$ cat config.mk
export PLATFORM = sky130hd
export DESIGN_NAME = mdio_management_master_flat
export DESIGN_NICKNAME = d
export VERILOG_FILES = /design/src/hdl/mdio_mm_pkg.sv /design/src/hdl/mdio_mm_if.sv /design/src/hdl/mdio_management_master.sv /design/src/flat_wrapper.sv
export SDC_FILE = /design/constraint.sdc
export NUM_CORES = 1
export LEC_CHECK = 0
export BUFFER_PORTS_ARGS = -buffer_cell sky130_fd_sc_hd__buf_2
export CAP_MARGIN = 40
export CORE_MARGIN = 1.5
export CORE_UTILIZATION = 40
export DETAILED_ROUTE_END_ITERATION = 10
export GPL_ROUTABILITY_DRIVEN = 0
export GPL_TIMING_DRIVEN = 0
export HOLD_SLACK_MARGIN = 0.02
export PLACE_DENSITY_LB_ADDON = 0.12
export SLEW_MARGIN = 20
export SYNTH_ARGS = -nofsm -noshare
export SYNTH_HDL_FRONTEND = slang
export SYNTH_SLANG_ARGS = --single-unit
$ cat constraint.sdc
create_clock -name clk -period 10.2 [get_ports clk]
set_input_delay 1.53 -clock clk [delete_from_list [all_inputs] [get_ports clk]]
set_output_delay 1.53 -clock clk [all_outputs]
set_load 0.02 [all_outputs]
$ cat src/hdl/mdio_mm_pkg.sv
// Shared constants and types for the MDIO management master.
`default_nettype none

package mdio_mm_pkg;

  // Frame layout
  localparam int unsigned PREAMBLE_BITS    = 32;
  localparam int unsigned HEADER_BITS      = 14;
  localparam int unsigned READ_SAMPLES     = 17;
  localparam int unsigned WRITE_FRAME_BITS = 32;

  localparam int unsigned BIT_IDX_W = 7;
  localparam int unsigned DIV_W     = 8;
  localparam int unsigned DATA_W    = 16;
  localparam int unsigned ADDR_W    = 5;
  localparam int unsigned FRAME_W   = 32;

  typedef logic [BIT_IDX_W-1:0] bit_idx_t;
  typedef logic [DIV_W-1:0]     div_t;
  typedef logic [DATA_W-1:0]    data_t;
  typedef logic [ADDR_W-1:0]    addr_t;
  typedef logic [FRAME_W-1:0]   frame_t;
  typedef logic [1:0]           cmd_t;

  // Command codes; anything else counts as a tick
  localparam cmd_t CMD_TICK  = 2'd0;
  localparam cmd_t CMD_READ  = 2'd1;
  localparam cmd_t CMD_WRITE = 2'd2;

  // Frame field codes
  localparam logic [1:0] FR_ST       = 2'b01;
  localparam logic [1:0] FR_OP_READ  = 2'b10;
  localparam logic [1:0] FR_OP_WRITE = 2'b01;
  localparam logic [1:0] FR_TA       = 2'b10;

  localparam div_t     DIV_RESET    = 8'd5;
  localparam bit_idx_t PREAMBLE_END = bit_idx_t'(PREAMBLE_BITS);
  localparam bit_idx_t RELEASE_START = bit_idx_t'(PREAMBLE_BITS + HEADER_BITS);
  localparam bit_idx_t TOTAL_READ   = bit_idx_t'(PREAMBLE_BITS + HEADER_BITS + READ_SAMPLES);
  localparam bit_idx_t TOTAL_WRITE  = bit_idx_t'(PREAMBLE_BITS + WRITE_FRAME_BITS);

  typedef struct packed {
    logic  mdc_level;
    logic  mdio_out;
    logic  mdio_drive;
    logic  busy_res;
    logic  read_done;
    data_t read_data;
  } result_t;

endpackage

`default_nettype wire

$ cat src/hdl/mdio_mm_if.sv
// Valid/ready channel interfaces for the MDIO management master.
`default_nettype none

interface mdio_mm_in_if;
  logic                 valid;
  logic                 ready;
  mdio_mm_pkg::cmd_t    cmd;
  mdio_mm_pkg::addr_t   phy_addr;
  mdio_mm_pkg::addr_t   reg_addr;
  mdio_mm_pkg::data_t   write_data;
  logic                 mdio_in;

  modport source (output valid, cmd, phy_addr, reg_addr, write_data, mdio_in,
                  input ready);
  modport sink   (input valid, cmd, phy_addr, reg_addr, write_data, mdio_in,
                  output ready);
endinterface

interface mdio_mm_out_if;
  logic                 valid;
  logic                 ready;
  logic                 mdc_level;
  logic                 mdio_out;
  logic                 mdio_drive;
  logic                 busy_res;
  logic                 read_done;
  mdio_mm_pkg::data_t   read_data;

  modport source (output valid, mdc_level, mdio_out, mdio_drive, busy_res, read_done,
                  read_data, input ready);
  modport sink   (input valid, mdc_level, mdio_out, mdio_drive, busy_res, read_done,
                  read_data, output ready);
endinterface

`default_nettype wire

$ cat src/hdl/mdio_management_master.sv
// Clause 22 MDIO management master: bit sequencer, divider and result register.
`default_nettype none

// Clause 22 management bus master. Every input beat is one step of the block:
// a tick (cmd 0, or unused code 3) advances the MDC divider if busy; a start read
// (cmd 1) or start write (cmd 2) loads a frame while idle and is treated as a
// tick while busy. MDC toggles every cfg_wdata-programmed clock_divider ticks
// (0 acts as 1; reset value 5). A transaction drives 32 preamble ones, then the
// frame MSB first, each bit set while MDC is low. A write sends all 32 frame
// bits; a read sends 14 header bits, releases MDIO (mdio_drive low), takes 17
// samples of mdio_in, one after each falling edge, keeps the last 16 samples in
// read_data, with read_done high on that one beat. Each input beat yields
// exactly one output beat showing the state after that beat. Throughput is one
// beat per clock: the sequencer update is a single pass from the current state
// and the input beat into the state registers and a one-deep result register,
// and the input stays ready while that register is empty or being drained, so
// a stalled output costs nothing until the next beat needs the slot. Output valid
// rises in the cycle after input acceptance. clock_divider must only
// be written while no beat is outstanding.
module mdio_management_master (
  input  wire                       clk,
  input  wire                       rst_n,
  mdio_mm_in_if.sink                in_bus,
  mdio_mm_out_if.source             out_bus,
  input  wire                       cfg_we,
  input  wire mdio_mm_pkg::div_t    cfg_wdata
);

  // Sequencer state
  mdio_mm_pkg::bit_idx_t bit_idx_r,  bit_idx_nxt;
  logic                  clk_high_r, clk_high_nxt;
  mdio_mm_pkg::div_t     div_cnt_r,  div_cnt_nxt;
  mdio_mm_pkg::frame_t   frame_r,    frame_nxt;
  mdio_mm_pkg::data_t    cap_r,      cap_nxt;
  logic                  is_read_r,  is_read_nxt;
  logic                  active_r,   active_nxt;
  logic                  line_r,     line_nxt;
  mdio_mm_pkg::data_t    held_r,     held_nxt;
  mdio_mm_pkg::div_t     div_r;

  // Result register
  logic                  out_valid_r;
  mdio_mm_pkg::result_t  out_item_r;
  mdio_mm_pkg::result_t  result;

  logic                  in_fire;
  logic                  done;
  logic                  in_release;
  logic                  start;
  mdio_mm_pkg::div_t     div_eff;
  mdio_mm_pkg::div_t     div_inc;
  mdio_mm_pkg::bit_idx_t bit_inc;
  mdio_mm_pkg::bit_idx_t total;

  assign in_bus.ready = !out_valid_r || out_bus.ready;
  assign in_fire      = in_bus.valid && in_bus.ready;

  assign div_eff    = (div_r == '0) ? mdio_mm_pkg::div_t'(1) : div_r;
  assign in_release = active_r && is_read_r && (bit_idx_r >= mdio_mm_pkg::RELEASE_START);
  assign total      = is_read_r ? mdio_mm_pkg::TOTAL_READ : mdio_mm_pkg::TOTAL_WRITE;
  assign div_inc    = div_cnt_r + mdio_mm_pkg::div_t'(1);
  assign bit_inc    = bit_idx_r + mdio_mm_pkg::bit_idx_t'(1);
  assign start      = !active_r && ((in_bus.cmd == mdio_mm_pkg::CMD_READ) ||
                                    (in_bus.cmd == mdio_mm_pkg::CMD_WRITE));

  // Sequencer next state
  always_comb begin
    bit_idx_nxt  = bit_idx_r;
    clk_high_nxt = clk_high_r;
    div_cnt_nxt  = div_cnt_r;
    frame_nxt    = frame_r;
    cap_nxt      = cap_r;
    is_read_nxt  = is_read_r;
    active_nxt   = active_r;
    line_nxt     = line_r;
    held_nxt     = held_r;
    done         = 1'b0;
    if (in_fire) begin
      if (start) begin
        is_read_nxt = (in_bus.cmd == mdio_mm_pkg::CMD_READ);
        if (in_bus.cmd == mdio_mm_pkg::CMD_READ) begin
          frame_nxt = {mdio_mm_pkg::FR_ST, mdio_mm_pkg::FR_OP_READ, in_bus.phy_addr,
                       in_bus.reg_addr, 18'd0};
        end else begin
          frame_nxt = {mdio_mm_pkg::FR_ST, mdio_mm_pkg::FR_OP_WRITE, in_bus.phy_addr,
                       in_bus.reg_addr, mdio_mm_pkg::FR_TA, in_bus.write_data};
        end
        active_nxt   = 1'b1;
        bit_idx_nxt  = '0;
        clk_high_nxt = 1'b0;
        div_cnt_nxt  = '0;
        cap_nxt      = '0;
        line_nxt     = 1'b1;  // first preamble bit
      end else if (active_r) begin
        if (div_inc >= div_eff) begin
          div_cnt_nxt = '0;
          if (!clk_high_r) begin
            clk_high_nxt = 1'b1;
          end else begin
            // falling edge: sample, then move to the next bit
            clk_high_nxt = 1'b0;
            if (in_release) begin
              cap_nxt = {cap_r[mdio_mm_pkg::DATA_W-2:0], in_bus.mdio_in};
            end
            if (bit_inc >= total) begin
              if (is_read_r) begin
                held_nxt = cap_nxt;
                done     = 1'b1;
              end
              active_nxt  = 1'b0;
              bit_idx_nxt = '0;
              line_nxt    = 1'b1;
            end else begin
              bit_idx_nxt = bit_inc;
              if ((bit_inc < mdio_mm_pkg::PREAMBLE_END) ||
                  (is_read_r && (bit_inc >= mdio_mm_pkg::RELEASE_START))) begin
                line_nxt = 1'b1;
              end else begin
                line_nxt  = frame_r[mdio_mm_pkg::FRAME_W-1];
                frame_nxt = {frame_r[mdio_mm_pkg::FRAME_W-2:0], 1'b0};
              end
            end
          end
        end else begin
          div_cnt_nxt = div_inc;
        end
      end
    end
  end

  // Result for this beat: state after the update
  always_comb begin
    result.mdc_level  = clk_high_nxt;
    result.mdio_out   = line_nxt;
    result.mdio_drive = !(active_nxt && is_read_nxt &&
                          (bit_idx_nxt >= mdio_mm_pkg::RELEASE_START));
    result.busy_res   = active_nxt;
    result.read_done  = done;
    result.read_data  = held_nxt;
  end

  always_ff @(posedge clk) begin
    if (!rst_n) begin
      bit_idx_r  <= '0;
      clk_high_r <= 1'b0;
      div_cnt_r  <= '0;
      frame_r    <= '0;
      cap_r      <= '0;
      is_read_r  <= 1'b0;
      active_r   <= 1'b0;
      line_r     <= 1'b1;
      held_r     <= '0;
      div_r      <= mdio_mm_pkg::DIV_RESET;
    end else begin
      bit_idx_r  <= bit_idx_nxt;
      clk_high_r <= clk_high_nxt;
      div_cnt_r  <= div_cnt_nxt;
      frame_r    <= frame_nxt;
      cap_r      <= cap_nxt;
      is_read_r  <= is_read_nxt;
      active_r   <= active_nxt;
      line_r     <= line_nxt;
      held_r     <= held_nxt;
      if (cfg_we) begin
        div_r <= cfg_wdata;
      end
    end
  end

  // Output beat register
  always_ff @(posedge clk) begin
    if (!rst_n) begin
      out_valid_r <= 1'b0;
    end else if (in_fire) begin
      out_valid_r <= 1'b1;
    end else if (out_bus.ready) begin
      out_valid_r <= 1'b0;
    end
  end

  always_ff @(posedge clk) begin
    if (in_fire) begin
      out_item_r <= result;
    end
  end

  assign out_bus.valid      = out_valid_r;
  assign out_bus.mdc_level  = out_item_r.mdc_level;
  assign out_bus.mdio_out   = out_item_r.mdio_out;
  assign out_bus.mdio_drive = out_item_r.mdio_drive;
  assign out_bus.busy_res   = out_item_r.busy_res;
  assign out_bus.read_done  = out_item_r.read_done;
  assign out_bus.read_data  = out_item_r.read_data;

`ifndef SYNTH
  // Bit counter never runs past the longest frame
  a_bit_idx_range: assert property (@(posedge clk) disable iff (!rst_n)
    active_r |-> (bit_idx_r < mdio_mm_pkg::TOTAL_WRITE))
    else $error("bit index out of range");

  // Idle means MDC low, line high, counter parked
  a_idle_quiet: assert property (@(posedge clk) disable iff (!rst_n)
    !active_r |-> (!clk_high_r && line_r && (bit_idx_r == '0)))
    else $error("idle state not clean");

  // Divider count stays below the half period while running
  a_div_range: assert property (@(posedge clk) disable iff (!rst_n)
    active_r |-> (div_cnt_r < div_eff))
    else $error("divider count overrun");

  // A completed read ends the transaction on that beat
  a_done_idle: assert property (@(posedge clk) disable iff (!rst_n)
    (out_valid_r && out_item_r.read_done) |-> (!out_item_r.busy_res && out_item_r.mdio_drive))
    else $error("read done while busy");
`endif

endmodule

`default_nettype wire

$ cat src/flat_wrapper.sv
// flat-port wrapper written by rule: the top's interface ports become plain ports
module mdio_management_master_flat 
  (clk, rst_n, cfg_we, cfg_wdata, in_bus_valid, in_bus_cmd, in_bus_phy_addr, in_bus_reg_addr, in_bus_write_data, in_bus_mdio_in, in_bus_ready, out_bus_valid, out_bus_mdc_level, out_bus_mdio_out, out_bus_mdio_drive, out_bus_busy_res, out_bus_read_done, out_bus_read_data, out_bus_ready);
  mdio_mm_in_if in_bus_i ();
  mdio_mm_out_if out_bus_i ();
  input  wire clk;
  input  wire rst_n;
  input  wire cfg_we;
  input  wire mdio_mm_pkg::div_t cfg_wdata;
  input wire logic [$bits(in_bus_i.valid)-1:0] in_bus_valid;
  input wire logic [$bits(in_bus_i.cmd)-1:0] in_bus_cmd;
  input wire logic [$bits(in_bus_i.phy_addr)-1:0] in_bus_phy_addr;
  input wire logic [$bits(in_bus_i.reg_addr)-1:0] in_bus_reg_addr;
  input wire logic [$bits(in_bus_i.write_data)-1:0] in_bus_write_data;
  input wire logic [$bits(in_bus_i.mdio_in)-1:0] in_bus_mdio_in;
  output wire logic [$bits(in_bus_i.ready)-1:0] in_bus_ready;
  output wire logic [$bits(out_bus_i.valid)-1:0] out_bus_valid;
  output wire logic [$bits(out_bus_i.mdc_level)-1:0] out_bus_mdc_level;
  output wire logic [$bits(out_bus_i.mdio_out)-1:0] out_bus_mdio_out;
  output wire logic [$bits(out_bus_i.mdio_drive)-1:0] out_bus_mdio_drive;
  output wire logic [$bits(out_bus_i.busy_res)-1:0] out_bus_busy_res;
  output wire logic [$bits(out_bus_i.read_done)-1:0] out_bus_read_done;
  output wire logic [$bits(out_bus_i.read_data)-1:0] out_bus_read_data;
  input wire logic [$bits(out_bus_i.ready)-1:0] out_bus_ready;
  assign in_bus_i.valid = in_bus_valid;
  assign in_bus_i.cmd = in_bus_cmd;
  assign in_bus_i.phy_addr = in_bus_phy_addr;
  assign in_bus_i.reg_addr = in_bus_reg_addr;
  assign in_bus_i.write_data = in_bus_write_data;
  assign in_bus_i.mdio_in = in_bus_mdio_in;
  assign in_bus_ready = in_bus_i.ready;
  assign out_bus_valid = out_bus_i.valid;
  assign out_bus_mdc_level = out_bus_i.mdc_level;
  assign out_bus_mdio_out = out_bus_i.mdio_out;
  assign out_bus_mdio_drive = out_bus_i.mdio_drive;
  assign out_bus_busy_res = out_bus_i.busy_res;
  assign out_bus_read_done = out_bus_i.read_done;
  assign out_bus_read_data = out_bus_i.read_data;
  assign out_bus_i.ready = out_bus_ready;
  mdio_management_master u_core (.clk(clk), .rst_n(rst_n), .in_bus(in_bus_i), .out_bus(out_bus_i), .cfg_we(cfg_we), .cfg_wdata(cfg_wdata));
endmodule
==> results by group, run 1 <==
Run status
  – Status: completed

Synth
  – Register area share after synthesis: 43.61%
  – Yosys cell types: 58
  – Area leader, netlist: dfxtp_1
  – Synth top area cells: dfxtp_1 (32%), edfxtp_1 (11%), mux2_2 (6.4%)
  – Async SR Flop Fraction: 0%
  – Share of the synthesized area in the top cell type: 32.49%
  – Post-synth top flop: dfxtp_1
  – Yosys warning total: 0
  – Cell Area, Synth: 0.005669 mm^2
  – Synth Instances: 590
  – Post-synth EDFFs: 21
  – Syn_area_per_cell: 9.609 um^2
  – Synthesized flop and latch total: 113
  – Syn nets: 652

STA
  – Final Critical Period: 4292 ps
  – RSZ-0062 raised after global routing: false
  – Final worst-path cycle share: 42.08%
  – Slew Limit Fails: 0
  – Final setup viols: 0
  – Slew headroom: 39.06%
  – Actual slew at the worst max-slew pin: 906.6 ps
  – Max Clk Rate: 233.0 MHz
  – Setup WS post-layout: 5908 ps
  – Final Hold Vio Count: 0
  – Clk_skew: 10.04 ps
  – Final sum of negative setup slack: 0 ps

Min path
  – Hold Crit Start: u_core.held_r[10]
  – Min-Delay Path Depth: 2
  – Hold Crit Class: reg -> reg
  – Hold Path Sink: u_core.held_r[10]

GRT
  – Largest net degree at the start of global routing: 17
  – Number of antenna violations at the first check in global routing: 0
  – Total grt overflow: 0
  – Vias in the first global route: 4656
  – Global-route usage over all layers: 19.87%
  – First-pass GRT wire length: 22.95 mm

Critical path
  – CP Max Fanout: 10
  – Setup CP Type: reg -> reg
  – Crit end category: flop
  – R2R cell count: 11
  – Worst Path Required: 10360 ps
  – Worst Setup Start Kind: flop
  – Critical R2R Launch: u_core.bit_idx_r[1]
  – Max incr delay on CP: 610 ps
  – Slack of the worst reg-to-reg path: 5910 ps
  – Cell chain of the critical path: ha_1 -> nand2_1 -> o21a_1 -> or2_2 -> ha_1 -> nand4_1 -> o21ai_0 -> nand4_1 -> nor2_1 -> clkbuf_1 -> mux2_2
  – Crit path DAT: 4460 ps
  – Slowest CP cell: o21ai_0
  – Worst reg2reg path endpoint: u_core.out_bus.read_data[14]

Floorplanning
  – Core area: 0.01388 mm^2
  – Initial Util: 40.84%
  – Die ar.: 0.01490 mm^2
  – Row Count: 43
  – Chip width: 122.1 um
  – Die Y: 122.1 um
  – # IOs: 65

Clocking
  – H-tree Lvls: 4
  – Setup Fix Bufs, Post-CTS: 0
  – Root Driver: clkbuf_16
  – Worst-Skew Late Latency: 420 ps
  – Num CTS Buffers: 17
  – Cts repair resizes: 0
  – CTS Hold Buffers Added: 0
  – Worst-path clk slew: 60 ps
  – Clock tree buffer depth: 2
  – Clock sink count: 113
  – TritonCTS clock tree: done

Power and ir drop
  – Max VDD drop: 0.1148 mV
  – Leakage power: 2.861 nW
  – Pwr/cell area: 170.5 mW/mm^2

Placed design
  – Post-place setup slack: 5891 ps
  – Buffers on Ports: 62
  – DPL Wire Length: 10.03 mm

Detailed routing
  – DRC viols: 0
  – Routed wire length: 14.02 mm
  – Vias: 4703
  – DR pass1 iterations: 5
  – Vias per inst: 5.437
  – WL/cell: 16.20 um
  – Post-DRT Antenna Nets: 0
  – DRT iter0 DRCs: 282

Final layout
  – Post-layout util: 49.04%
  – Multi-input gate area in the final layout: 0.002954 mm^2
  – Final nets: 734
  – Filler cells: 1337
  – Register area: 0.002472 mm^2
  – Ant. Diodes: 0
  – Share of cells above drive strength 1: 21.31%
  – Layout area overhead: 20.08%

Flow run
  – # Max-Cap Violations: 0
## power by group
group          internal [mW]  switching [mW]
combinational         0.0392          0.0680
sequential             0.469         0.00672
clock                  0.370           0.208
total                  0.878           0.282
## metal layers
metal	vias to the layer above	track usage (%)	wire length (um)
met4	0	6.977	227
met5	-	0	0
met1	2228	27.13	6810
li1	2330	-	-
met3	16	5.103	663
met2	129	30.44	6315
## through the flow
stage / instance area (um^2) / power, mW / hold slack (ps) / cells
3_3_place_gp: 6205 / 0.5886 / 443.1 / 832
4_1_cts: 6808 / 1.170 / 462.6 / 865
2_1_floorplan: 5669 / 0.5552 / 433.5 / 590
6_report: 6808 / 1.161 / 460.2 / 865
5_1_grt: 6808 / 1.205 / 480.9 / 865
3_5_place_dp: 6232 / 0.5925 / 453.2 / 833
## cells in the final DEF, fill, tap and decap left out, types with 6 or more instances in the layout
master / count
nor2_1: 13
nor2b_1: 34
a21oi_1: 20
ha_1: 20
dfxtp_1: 92
nand3_1: 25
nand4_1: 33
buf_2: 70
nor3_1: 6
mux2i_1: 11
mux2_2: 32
clkbuf_16: 17
o211a_1: 27
inv_1: 18
nor3b_1: 15
o21ai_0: 23
edfxtp_1: 21
clkbuf_1: 29
nand2_1: 61
a22oi_1: 27
## critical path: cells and delay by family (launching register included)
kind	cells	cell delay [ps]
DFF	1	480
and+or+nand+nor	5	1230
muxes	1	400
AOI/OAI and AO/OA	2	810
buffers and inverters	1	500
adders and majority gates	2	620
## cells in the mapped netlist, drive strengths merged, types with 5 or more instances
cell type and instances:
nand4 33, nand2 61, a21boi 6, clkbuf 26, xnor2 5, edfxtp 21, nor2 13, nor3 7
inv 18, dfxtp 92, nand3 26, ha 20, o211a 27, mux2 32, mux2i 11, nor2b 34
a21oi 21, o21ai 24, buf 15, nor3b 15, a22oi 27
## worst max-delay path by stage
stage / start / to / slack, ps / cells after the start
3_5_place_dp: out_bus_ready / u_core.out_bus.read_data[11] / 5890 / 10
5_1_grt: u_core.bit_idx_r[1] / u_core.out_bus.read_data[14] / 5660 / 11
6_report: u_core.bit_idx_r[1] / u_core.out_bus.read_data[14] / 5910 / 11
4_1_cts: u_core.bit_idx_r[1] / u_core.out_bus.read_data[14] / 5980 / 11
3_3_place_gp: out_bus_ready / u_core.out_bus.read_data[14] / 5630 / 9
2_1_floorplan: out_bus_ready / u_core.out_bus.read_data[11] / 6430 / 8
## final cells by class
| cell class | instances | area share [%] |
|---|---|---|
| Multi-Input combinational cell | 418 | 43.39 |
| Sequential cell | 113 | 36.32 |
| Clock buffer | 22 | 6.819 |
| Timing Repair Buffer | 63 | 4.962 |
| Tap cell | 180 | 3.308 |
| Buffer | 41 | 2.573 |
| Clock inverter | 10 | 1.636 |
| Inverter | 18 | 0.9925 |
## state kept, by name, summed over array words and instances (netlist names), 7 cells and up
register                  flops
u_core.frame_r               32
u_core.cap_r                 16
u_core.held_r                16
u_core.out_bus.read_data     16
u_core.div_r                  8
u_core.div_cnt_r              8
u_core.bit_idx_r              7
## kinds of logic (layout without fill, tap and decap cells)
logic type               Yosys count  count (layout)  synth area share, %
AND/OR/NAND/NOR                  212             212                20.44
AO/OA/AOI/OAI                    134             134                17.57
flip-flops                       113             113                43.61
buffers and inverters             59             154                4.281
multiplexers                      43              43                8.299
adder cells (fa/ha/maj)           20              20                4.414
XOR/XNOR                           9               9                1.390
(Power assumes the default switching activity.)
==> run 2: changes to the inputs <==
==> constraint.sdc (replaced) <==
create_clock -name clk -period 4.1 [get_ports clk]
set_input_delay 0.615 -clock clk [delete_from_list [all_inputs] [get_ports clk]]
set_output_delay 0.615 -clock clk [all_outputs]
set_load 0.02 [all_outputs]
==> run 2 against run 1 <==
Compared with the run above:
- flip-flop and latch count unchanged
- sequential share of layout area about the same
- largest cell class unchanged
- total power is 150% higher
- global-route usage is the same
- die area unchanged
- via count rose by 0.53%
- first-iteration DRC count decreased by 3.5%
- clock skew about the same
- fmax grew 14%
==> results by group, run 2 (synthesis gave the netlist of run 1 again) <==
Run status
  – Status: completed

GRT
  – First-pass GRT wire length: 22.95 mm (unchanged)
  – Vias in the first global route: 4656 (unchanged)
  – Total grt overflow: 0 (unchanged)
  – Global-route usage over all layers: 19.87% (unchanged)
  – Number of antenna violations at the first check in global routing: 0 (unchanged)
  – Largest net degree at the start of global routing: 17 (unchanged)

Final layout
  – Fin area: 0.006812 mm^2 (about the same)
  – Ant. Diodes: 0 (unchanged)
  – Final Non-Filler Cells: 865 (unchanged)
  – Most common cell after layout, fill and taps aside: dfxtp_1
  – Final nets: 734 (unchanged)
  – Share of cells above drive strength 1: 21.61% (+0.29 points)
  – Top reg by flops: u_core.frame_r
  – Most frequent cells in the layout: dfxtp_1 (92), buf_2 (70), nand2_1 (61)
  – Filler cells: 1336 (-0.075%)
  – Layout area overhead: 20.15% (about the same)
  – Max reg flops: 32 (unchanged)
  – Post-layout util: 49.07% (about the same)

Critical path
  – Max incr delay on CP: 760 ps (+150 ps)
  – Worst Setup Start Kind: flop
  – Worst Path Required: 4430 ps (-5930 ps)
  – Slowest CP cell: nor4_2
  – CP Max Fanout: 10 (unchanged)
  – Crit path DAT: 4110 ps (-350 ps)
  – Cell chain of the critical path: ha_1 -> nand2_1 -> o21a_1 -> or2_2 -> ha_1 -> nand4_1 -> and3_1 -> o21a_1 -> nor4_2 -> clkbuf_1 -> nand4_1 -> o21ai_0
  – Setup CP Type: reg -> reg
  – Crit end category: flop

Floorplanning
  – Die Y: 122.1 um (unchanged)
  – Core area: 0.01388 mm^2 (unchanged)
  – Row Count: 43 (unchanged)
  – # IOs: 65 (unchanged)
  – Die ar.: 0.01490 mm^2 (unchanged)
  – Initial Util: 40.84% (unchanged)
  – Chip width: 122.1 um (unchanged)

STA
  – Hold Worst Slack: 423.1 ps (-37.12 ps)
  – Final setup viols: 0 (unchanged)
  – RSZ-0062 raised after global routing: false
  – Final Hold Vio Count: 0 (unchanged)
  – Max Clk Rate: 265.0 MHz (+14%)
  – Setup WS post-layout: 326.6 ps (-5581 ps)
  – Clk_skew: 9.617 ps (-0.4269 ps)
  – Actual slew at the worst max-slew pin: 893.4 ps (-13.16 ps)
  – Slew Limit Fails: 0 (unchanged)
  – Slew headroom: 39.94% (+0.88 points)
  – Final sum of negative setup slack: 0 ps (unchanged)
  – Final worst-path cycle share: 92.03% (+50 points)
  – Final Critical Period: 3773 ps (-518.8 ps)

Detailed routing
  – Vias per inst: 5.466 (+0.53%)
  – DRT iter0 DRCs: 272 (-3.5%)
  – DRC viols: 0 (unchanged)
  – Post-DRT Antenna Nets: 0 (unchanged)
  – Vias: 4728 (+0.53%)
  – Routed wire length: 14.09 mm (+0.51%)
  – WL/cell: 16.29 um (+0.51%)
  – DR pass1 iterations: 5 (unchanged)

Min path
  – Hold Crit Class: in -> reg

Placed design
  – Buffers on Ports: 62 (unchanged)
  – DPL Wire Length: 10.03 mm (unchanged)
  – Placed Cells: 833 (unchanged)
  – Post-place setup slack: -66.57 ps (-5957 ps)
  – DP Area: 0.006232 mm^2 (unchanged)

Clocking
  – Num CTS Buffers: 17 (unchanged)
  – Worst-path clk slew: 60 ps (about the same)
  – CTS Hold Buffers Added: 0 (unchanged)
  – Worst-Skew Late Latency: 420 ps (about the same)
  – TritonCTS clock tree: done
  – Clock tree buffer depth: 2 (unchanged)
  – Root Driver: clkbuf_16
  – H-tree Lvls: 4 (unchanged)
  – Clock sink count: 113 (unchanged)

Power and ir drop
  – Pwr/cell area: 424.3 mW/mm^2 (+150%)
  – Leakage power: 2.865 nW (+0.14%)
  – Max VDD drop: 0.2848 mV (+150%)
  – Pwr Total: 2.890 mW (+150%)

Flow run
  – # Max-Cap Violations: 0 (unchanged)
[run 2: power breakdown]
part | total (mW) | leakage (nW) | internal, mW | switching, mW
clock network | 1.44 | 0.266 | 0.920 | 0.519
logic | 0.267 | 1.65 | 0.0976 | 0.170
registers | 1.18 | 0.949 | 1.17 | 0.0167
[run 2: final timing paths]
path                            end  cells past startpoint  slack [ps]                 from
setup reg to reg   u_core.held_r[8]                     12         330  u_core.bit_idx_r[1]
hold reg to reg   u_core.held_r[10]                      2         460    u_core.held_r[10]
hold / removal      u_core.div_r[0]                      3         420         cfg_wdata[0]
setup / recovery   u_core.held_r[8]                     12         330  u_core.bit_idx_r[1]
[run 2: repair_timing]
| action | 4_1_cts | 5_1_grt |
|---|---|---|
| setup buffers | 0 | 0 |
| resized for setup | 1 | 4 |
| setup endpoints to repair | 4 | 23 |
| endpoints found under the hold margin | 0 | 0 |
[run 2: layout make-up]
class,count,area [um^2],share of cell area (%)
clock buffers,22,464.2,6.815
clock inverters,10,111.4,1.635
flip-flops and latches,113,2472,36.30
repair buffers,63,337.8,4.960
plain buffers,41,176.4,2.590
inverters,18,67.56,0.9919
well taps,180,225.2,3.306
multi-input cells,418,2957,43.41
[run 2: critical path, delay by kind of cell, from the launching register on]
family / cells / cell delay [ps]
and+or+nand+nor: 6 / 1630
adders and majority gates: 2 / 620
AOI/OAI and AO/OA: 3 / 490
DFF: 1 / 480
buffers and inverters: 1 / 470
[run 2: metal layers]
metal / track usage, % / routed length (um)
met1: 27.13 / 6886
met2: 30.44 / 6346
met3: 5.103 / 631
met4: 6.977 / 222
met5: 0 / 0
==> run 3: changes to the inputs <==
--- a/config.mk
+++ b/config.mk
@@ -9,6 +9,7 @@
 export CAP_MARGIN = 40
 export CORE_MARGIN = 1.5
 export CORE_UTILIZATION = 40
+export CTS_BUF_LIST = sky130_fd_sc_hd__clkbuf_16
 export DETAILED_ROUTE_END_ITERATION = 10
 export GPL_ROUTABILITY_DRIVEN = 0
 export GPL_TIMING_DRIVEN = 0
==> run 3 against run 2 <==
Compared with the run above:
- cell count unchanged
- largest power group unchanged
- clock skew grew 4.2 ps
- hold slack improved by 6.5 ps
- largest cell class unchanged
- die area did not move
- register-to-register slack hardly changed
- clock-buffer cell count fell by 5
- clock power decreased by 3%
- non-clock buffer count unchanged
==> results by group, run 3 (synthesis gave the netlist of run 1 again) <==
STA
  – Max Clk Rate: 264.3 MHz (-0.26%)
  – RSZ-0062 raised after global routing: false
  – Slew headroom: 38.48% (-1.5 points)
  – Clk_skew: 13.86 ps (+4.247 ps)
  – Final worst-path cycle share: 92.28% (+0.24 points)
  – Setup WS post-layout: 316.7 ps (-9.863 ps)
  – Slew Limit Fails: 0 (unchanged)
  – Final Critical Period: 3783 ps (+9.863 ps)
  – Actual slew at the worst max-slew pin: 915.2 ps (+21.78 ps)
  – Final Hold Vio Count: 0 (unchanged)
  – Final setup viols: 0 (unchanged)

Floorplanning
  – Row Count: 43 (unchanged)
  – # IOs: 65 (unchanged)
  – Die Y: 122.1 um (unchanged)
  – Chip width: 122.1 um (unchanged)
  – Die ar.: 0.01490 mm^2 (unchanged)
  – Core area: 0.01388 mm^2 (unchanged)
  – Initial Util: 40.84% (unchanged)

Critical path
  – CP Capture Point: u_core.held_r[8]
  – Slowest CP cell: nor4_2
  – Family with the most delay on the worst path: simple AND/OR/NAND/NOR gates
  – Crit path from: u_core.bit_idx_r[1]
  – Setup CP Type: reg -> reg
  – CP Max Fanout: 10 (unchanged)
  – Crit end category: flop
  – Crit path DAT: 4120 ps (about the same)
  – Cell chain of the critical path: ha_1 -> nand2_1 -> o21a_1 -> or2_2 -> ha_1 -> nand4_1 -> and3_1 -> o21a_1 -> nor4_2 -> clkbuf_1 -> nand4_1 -> o21ai_0
  – Critical R2R Launch: u_core.bit_idx_r[1]
  – Worst Path Required: 4440 ps (about the same)
  – R2R cell count: 12 (unchanged)
  – Slack of the worst reg-to-reg path: 320 ps (about the same)
  – Buf/Inv on CP: 1 (unchanged)
  – Worst Setup Start Kind: flop
  – Instance count on the critical path: 12 (unchanged)
  – Worst reg2reg path endpoint: u_core.held_r[8]
  – Max incr delay on CP: 770 ps (about the same)

Run status
  – Status: completed

Detailed routing
  – DR pass1 iterations: 5 (unchanged)
  – DRC viols: 0 (unchanged)
  – Vias per inst: 5.521 (+1.0%)
  – Vias: 4776 (+1.0%)
  – Routed wire length: 14.11 mm (+0.13%)
  – DRT iter0 DRCs: 288 (+5.9%)
  – Post-DRT Antenna Nets: 0 (unchanged)
  – WL/cell: 16.31 um (+0.13%)

Final layout
  – Share of cells above drive strength 1: 21.31% (-0.29 points)
  – Ant. Diodes: 0 (unchanged)
  – Final nets: 734 (unchanged)
  – Filler cells: 1339 (+0.22%)
  – Most common cell after layout, fill and taps aside: dfxtp_1
  – Max reg flops: 32 (unchanged)
  – Layout area overhead: 19.80%
  – Top reg by flops: u_core.frame_r
  – Most frequent cells in the layout: dfxtp_1 (92), buf_2 (70), nand2_1 (61)

Clocking
  – Setup Fix Bufs, Post-CTS: 0 (unchanged)
  – H-tree Lvls: 4 (unchanged)
  – Worst-Skew Late Latency: 420 ps (about the same)
  – Root Driver: clkbuf_16
  – Clock tree buffer depth: 2 (unchanged)
  – Clock sink count: 113 (unchanged)
  – Worst-path clk slew: 60 ps (about the same)
  – Num CTS Buffers: 17 (unchanged)
  – TritonCTS clock tree: done

Power and ir drop
  – Max VDD drop: 0.2825 mV (-0.82%)
  – Pwr Total: 2.841 mW (-1.7%)
  – Leakage power: 2.867 nW (about the same)
  – Pwr/cell area: 418.4 mW/mm^2 (-1.4%)

Min path
  – Hold Crit Class: in -> reg
  – Min-Delay Path Depth: 3 (unchanged)

GRT
  – Vias in the first global route: 4627 (-0.62%)
  – Number of antenna violations at the first check in global routing: 0 (unchanged)
  – Largest net degree at the start of global routing: 17 (unchanged)
  – Global-route usage over all layers: 19.87% (about the same)
  – First-pass GRT wire length: 22.93 mm (about the same)
  – Total grt overflow: 0 (unchanged)

Placed design
  – DPL Wire Length: 10.03 mm (unchanged)
  – Post-place setup slack: -66.57 ps (unchanged)
  – Buffers on Ports: 62 (unchanged)

Flow run
  – # Max-Cap Violations: 0 (unchanged)
==> run 3: cell types whose count changed in the layout (fill, tap and decap cells not counted), sizes merged <==
cell,delta
clkbuf,-5
inv,+3
clkinv,+2
==> run 3: metal layers <==
| layer | up-vias | GRT usage (%) | share of wire, % |
|---|---|---|---|
| met2 | 135 | 30.27 | 45 |
| met1 | 2284 | 27.29 | 48 |
| li1 | 2335 | - | - |
| met5 | - | 0 | 0 |
| met4 | 0 | 8.067 | 1.9 |
| met3 | 22 | 4.401 | 4.5 |
==> run 3: metrics by stage <==
step                      utilization, %  setup TNS (ps)  hold slack (ps)  instances  area, um^2
after floorplan                        -               0            433.5        590        5669
after global placement             44.70          -209.6            443.1        832        6205
after detailed placement           44.90          -249.1            453.2        833        6232
after CTS                          48.90               0            415.2        865        6788
after global routing               48.93               0            435.6        865        6792
final                              48.93               0            429.6        865        6792
==> run 3: worst min path at each step <==
stage                            from                end  slack [ps]
floorplan            u_core.held_r[0]   u_core.held_r[0]         430
global placement    u_core.held_r[15]  u_core.held_r[15]         440
detailed placement   u_core.held_r[4]   u_core.held_r[4]         450
CTS                      cfg_wdata[0]    u_core.div_r[0]         420
global route             cfg_wdata[2]    u_core.div_r[2]         440
finish                   cfg_wdata[0]    u_core.div_r[0]         430
==> run 3: repair_timing <==
action,CTS,global route
hold buffers,0,0
gates resized for setup,1,4
endpoints found under the setup margin,4,23
cloned,0,0
==> run 3: where the power goes <==
group	switching (mW)	internal, mW
combinational	0.169	0.0977
sequential	0.0167	1.17
clock	0.515	0.875
total	0.701	2.14
==> run 3: area by class of cell <==
class | instances | area, um^2 | share of cell area (%)
plain buffers | 41 | 176.4 | 2.598
clock buffers | 17 | 425.4 | 6.264
well taps | 180 | 225.2 | 3.316
flip-flops and latches | 113 | 2472 | 36.40
clock inverters | 15 | 130.1 | 1.916
multi-input cells | 418 | 2957 | 43.53
inverters | 18 | 67.56 | 0.9948
repair buffers | 63 | 337.8 | 4.974
==> run 3: worst register-to-register path: cells and delay by family, from the launching register on <==
| kind | cells | cell delay, ps |
|---|---|---|
| adders and majority gates | 2 | 620 |
| buffers and inverters | 1 | 480 |
| and+or+nand+nor | 6 | 1660 |
| DFF | 1 | 470 |
| AOI/OAI and AO/OA | 3 | 490 |
